### src/design/c2dsw_pkg.sv
// Types, constants and helper functions of the 3x3 convolution block.
package c2dsw_pkg;

  localparam int MAX_WIDTH  = 1024;
  localparam int MAX_HEIGHT = 1024;
  localparam int WIDTH_CAP  = (MAX_WIDTH < 1024) ? MAX_WIDTH : 1024;
  localparam int ADDR_W     = $clog2(MAX_WIDTH);
  localparam int KSIZE      = 3;
  localparam int PIXEL_BITS = 16;
  localparam int PROD_W     = 2 * PIXEL_BITS;
  localparam int ROWSUM_W   = PROD_W + 2;
  localparam int SUM_W      = 36;
  localparam int IDX_W      = 10;
  localparam int DIM_W      = 11;
  localparam int STRIDE_W   = 3;
  localparam int COEF_W     = 48;
  localparam int CFG_IDX_W  = 4;
  localparam int DIM_MIN    = 3;
  localparam int STRIDE_MAX = 4;
  localparam int RECIP3     = 683;
  localparam int RECIP3_SH  = 11;
  localparam int QPROD_W    = DIM_W + RECIP3_SH - 1;
  localparam int NCOMBO     = 4;

  localparam logic MODE_VALID = 1'b0;
  localparam logic MODE_SAME  = 1'b1;

  typedef enum logic [CFG_IDX_W-1:0] {
    REG_WIDTH    = 4'd0,
    REG_HEIGHT   = 4'd1,
    REG_PADDING  = 4'd2,
    REG_RSTRIDE  = 4'd3,
    REG_CSTRIDE  = 4'd4,
    REG_COEF_TOP = 4'd5,
    REG_COEF_MID = 4'd6,
    REG_COEF_BOT = 4'd7
  } cfg_reg_t;

  typedef logic signed [PIXEL_BITS-1:0] pix_t;
  typedef logic signed [PROD_W-1:0]     prod_t;
  typedef logic signed [ROWSUM_W-1:0]   rowsum_t;
  typedef logic signed [SUM_W-1:0]      sum_t;
  typedef pix_t col_t [KSIZE];
  typedef pix_t win_t [KSIZE][KSIZE];

  typedef struct packed {
    logic [IDX_W-1:0] orow;
    logic [IDX_W-1:0] ocol;
    logic             last;
    logic             eof;
  } meta_t;

  typedef struct packed {
    logic [NCOMBO-1:0] mask;
    logic [IDX_W-1:0]  orow_a;
    logic [IDX_W-1:0]  orow_b;
    logic [IDX_W-1:0]  ocol_a;
    logic [IDX_W-1:0]  ocol_b;
    logic              eofr_a;
    logic              eofr_b;
    logic              eofc_a;
    logic              eofc_b;
    logic              zr0;
    logic              zc0;
  } desc_t;

  function automatic logic [DIM_W-1:0] clamp_dim(input logic [DIM_W-1:0] v,
                                                 input logic [DIM_W-1:0] hi);
    if (v < DIM_W'(DIM_MIN)) return DIM_W'(DIM_MIN);
    if (v > hi) return hi;
    return v;
  endfunction

  function automatic logic [STRIDE_W-1:0] clamp_stride(input logic [STRIDE_W-1:0] s);
    if (s == '0) return STRIDE_W'(1);
    if (s > STRIDE_W'(STRIDE_MAX)) return STRIDE_W'(STRIDE_MAX);
    return s;
  endfunction

  // quotient by a stride of 1..4; thirds by reciprocal, exact below 1024
  function automatic logic [IDX_W-1:0] qdiv(input logic [DIM_W-1:0] x,
                                            input logic [STRIDE_W-1:0] s);
    logic [QPROD_W-1:0] p;
    p = QPROD_W'(x) * QPROD_W'(RECIP3);
    case (s)
      3'd2:    return x[IDX_W:1];
      3'd3:    return p[RECIP3_SH +: IDX_W];
      3'd4:    return IDX_W'(x[DIM_W-1:2]);
      default: return x[IDX_W-1:0];
    endcase
  endfunction

  function automatic logic divisible(input logic [DIM_W-1:0] x,
                                     input logic [STRIDE_W-1:0] s);
    logic [DIM_W:0] back;
    back = (DIM_W+1)'(qdiv(x, s)) * (DIM_W+1)'(s);
    return back == (DIM_W+1)'(x);
  endfunction

endpackage

### src/design/c2dsw_cell.sv
// One window column cell: holds three pixels and passes them on each shift.
module c2dsw_cell (
  input  logic              clk,
  input  logic              rst_n,
  input  logic              shift_en,
  input  c2dsw_pkg::col_t   col_in,
  output c2dsw_pkg::col_t   col_out
);

  c2dsw_pkg::col_t col_r;

  always_ff @(posedge clk) begin
    if (!rst_n) begin
      col_r <= '{default: '0};
    end else if (shift_en) begin
      col_r <= col_in;
    end
  end

  assign col_out = col_r;

endmodule

### config.mk
export PLATFORM = sky130hd
export DESIGN_NAME = c2dsw_cell
export DESIGN_NICKNAME = d
export VERILOG_FILES = /design/src/design/c2dsw_pkg.sv /design/src/design/c2dsw_cell.sv
export SDC_FILE = /design/constraint.sdc
export NUM_CORES = 1
export LEC_CHECK = 0
export BUFFER_PORTS_ARGS = -buffer_cell sky130_fd_sc_hd__buf_2
export CAP_MARGIN = 40
export CORE_ASPECT_RATIO = 0.75
export CORE_MARGIN = 4
export CORE_UTILIZATION = 44
export CTS_BUF_LIST = sky130_fd_sc_hd__clkbuf_8 sky130_fd_sc_hd__clkbuf_16
export DETAILED_ROUTE_END_ITERATION = 12
export PLACE_DENSITY = 0.79
export SYNTH_ARGS = -nofsm -noshare
export SYNTH_HDL_FRONTEND = slang
export SYNTH_SLANG_ARGS = --single-unit
### constraint.sdc
create_clock -name clk -period 1.05 [get_ports clk]
set_input_delay 0.1575 -clock clk [delete_from_list [all_inputs] [get_ports clk]]
set_output_delay 0.1575 -clock clk [all_outputs]
set_load 0.05 [all_outputs]
==> flow_summary_export.csv <==
group,metric,value,unit
final_layout,nNetsFinal,303,
global_route,grt_max_degree,49,
synth,yosysUniqueCellTypes,7,
place,placed_cell_area,2349,µm²
floorplan,start_util,0.4552,
sta,tightest_slew,621.7,ps
final_layout,area_growth,40.41,%
route,drt-pass1-iter-count,4,
worst_setup_path,cp_top_family,"flip-flops",
floorplan,die_width,82.78,µm
route,drc_errors,0,
worst_setup_path,slowest_delay,340,ps
route,wl_met3,341,µm
floorplan,core-area,4054,µm²
route,drtIter0Drc,47,
worst_setup_path,cp.required,890,ps
clock_network,cts_tree,"yes",
route,m1WireLength,1592,µm
floorplan,io_pins,99,
sta,timing.hold.ws,116.8,ps
worst_setup_path,critical_path.slowest_cell,"dfxtp_1",
pwr,p_leak,1.297,nW
sta,fin_skew,0,ps
flow_run,cap_viol_max_count,0,
floorplan,die_h,64.09,µm
sta,finalSetupViolations,0,
global_route,track_usage,0.1480,
global_route,grt_pass1_wl,6009,µm
final_layout,drive_above_1_share,0.4269,
global_route,overflow,0,
worst_setup_path,crit_chain,"clkbuf_4",
run_status,outcome,"complete, no violations",
pwr,total_power,0.004181,W
route,met2_length,1843,µm
clock_network,numCtsBuffers,5,
route,routedWlPerCell,12.37,µm
final_layout,largest_reg_flops,48,
final_layout,diodes,0,
worst_setup_path,path_buf_inv,1,
floorplan,row_count,20,
sta,hold_viol_final,0,
synth,yosys_warnings,0,
clock_network,cts_max_level,2,
route,routed_wirelength,3810,µm
final_layout,stdcell_area,2591,µm²
pwr,vdd_drop_max,1.027,mV
worst_setup_path,start_kind,"flop",
clock_network,cts_buffer_depth,2,
place,port_buffers,98,
place,dpl.hpwl,2654,µm
pwr,p_per_area,1614,nW/µm²
sta,fin_crit_sh,0.9749,
sta,relSlewSlack,0.5855,
global_route,grt_pass1_vias,1354,
clock_network,clk_latency,290,ps
synth,netlist_area,1846,µm²
min_path,hold_path_class,"primary input to flop",
place,gp_congestion,0.6836,
floorplan,dieArea,5305,µm²
worst_setup_path,timing_worst_setup_path_type,"flop to output pin",
clock_network,clock_sinks,48,
sta,fin_crit,1024,ps
synth,synth_nets,206,
worst_setup_path,arrival,870,ps
clock_network,cts_root_buf,"clkbuf_8",
route,drtAntennaViolNets,0,
synth,synth_area_per_cell,11.91,µm²
global_route,grt_antenna_before_repair,0,
worst_setup_path,end_kind,"output pin",
final_layout,num-fill-cells,348,
sta,timing.fmax,0.9769,GHz
synth,yosysSeqAreaShare,0.5207,
route,top_layer_used,"met4",
synth,syn-instance-count,155,
worst_setup_path,path_max_fanout,2,
clock_network,post_cts_buffers,0,
route,vias,1355,
route,avgViaCountPerCell,4.399,
synth,ys_ff_latch,48,
clock_network,path_clk_slew,90,ps
sta,drv_slew,0,
synth_stat cells:
cell type / n / area [µm²]
dfxtp_1: 48 / 960.9
mux2i_1: 48 / 480.5
nor2b_1: 48 / 300.3
buf_12: 3 / 60.06
buf_4: 3 / 22.52
clkbuf_1: 3 / 11.26
buf_2: 2 / 10.01
layer usage:
layer,track usage,vias up
met4,0.06122,0
met5,0,-
li1,-,697
met3,0.04507,6
met2,0.2520,53
met1,0.1700,599
final cells by class:
type | instances | area [µm²] | area share
clock buffers | 5 | 68.82 | 0.02656
clock inverters | 3 | 38.79 | 0.01497
multi-input cells | 96 | 780.7 | 0.3013
well taps | 55 | 68.82 | 0.02656
repair buffers | 101 | 673.1 | 0.2598
flip-flops and latches | 48 | 960.9 | 0.3708
final timing paths:
path	startpoint	endpoint	slack [ps]	cells after the start
worst min register to register	col_out[14]	col_out[14]	520	2
worst max register to register	col_out[15]	col_out[15]	420	2
worst max-delay path	col_out[46]	col_out[46]	30	1
worst min-delay path	col_in[8]	col_out[8]	120	3
worst reg2reg max path: stages (launching register included):
cell and delay [ps]:
dfxtp_1 320, mux2i_1 140, nor2b_1 70
repair_timing:
action,in CTS,in global routing
gates resized for setup,42,14
setup endpoints to repair,42,10
endpoints found under the hold margin,0,0
hold buffers,0,0
logic make-up (layout without fill, tap and decap cells):
family | after synthesis | in the layout | share of synthesized area
flops | 48 | 48 | 0.5207
buf+inv | 11 | 109 | 0.05627
simple gates | 48 | 48 | 0.1627
mux | 48 | 48 | 0.2603
power breakdown:
part	total (W)	leakage, nW	switching, W	internal, W
sequential	0.00199	0.396	0.0000585	0.00193
clock	0.00127	0.0593	0.000573	0.000697
combinational	0.000924	0.841	0.000570	0.000354
metrics by stage:
step / util / setup TNS, ps / std cells / setup slack (ps)
floorplan: - / 0 / 155 / 146.6
global placement: 0.5793 / 0 / 300 / 100.1
detailed placement: 0.5793 / 0 / 300 / 69.43
CTS: 0.6318 / 0 / 308 / 0.03036
global route: 0.6392 / -16.32 / 308 / -15.25
finish: 0.6392 / 0 / 308 / 26.31
layout by cell type, fill, tap and decap left out:
cell        n
buf_4      43
clkinv_2    1
clkbuf_8    5
nor2b_1    48
mux2i_1    48
inv_1       1
bufinv_16   1
clkbuf_4    2
buf_2      50
buf_6       4
buf_12      2
dfxtp_1    48
Note: power is estimated with default switching activity, not from simulation.
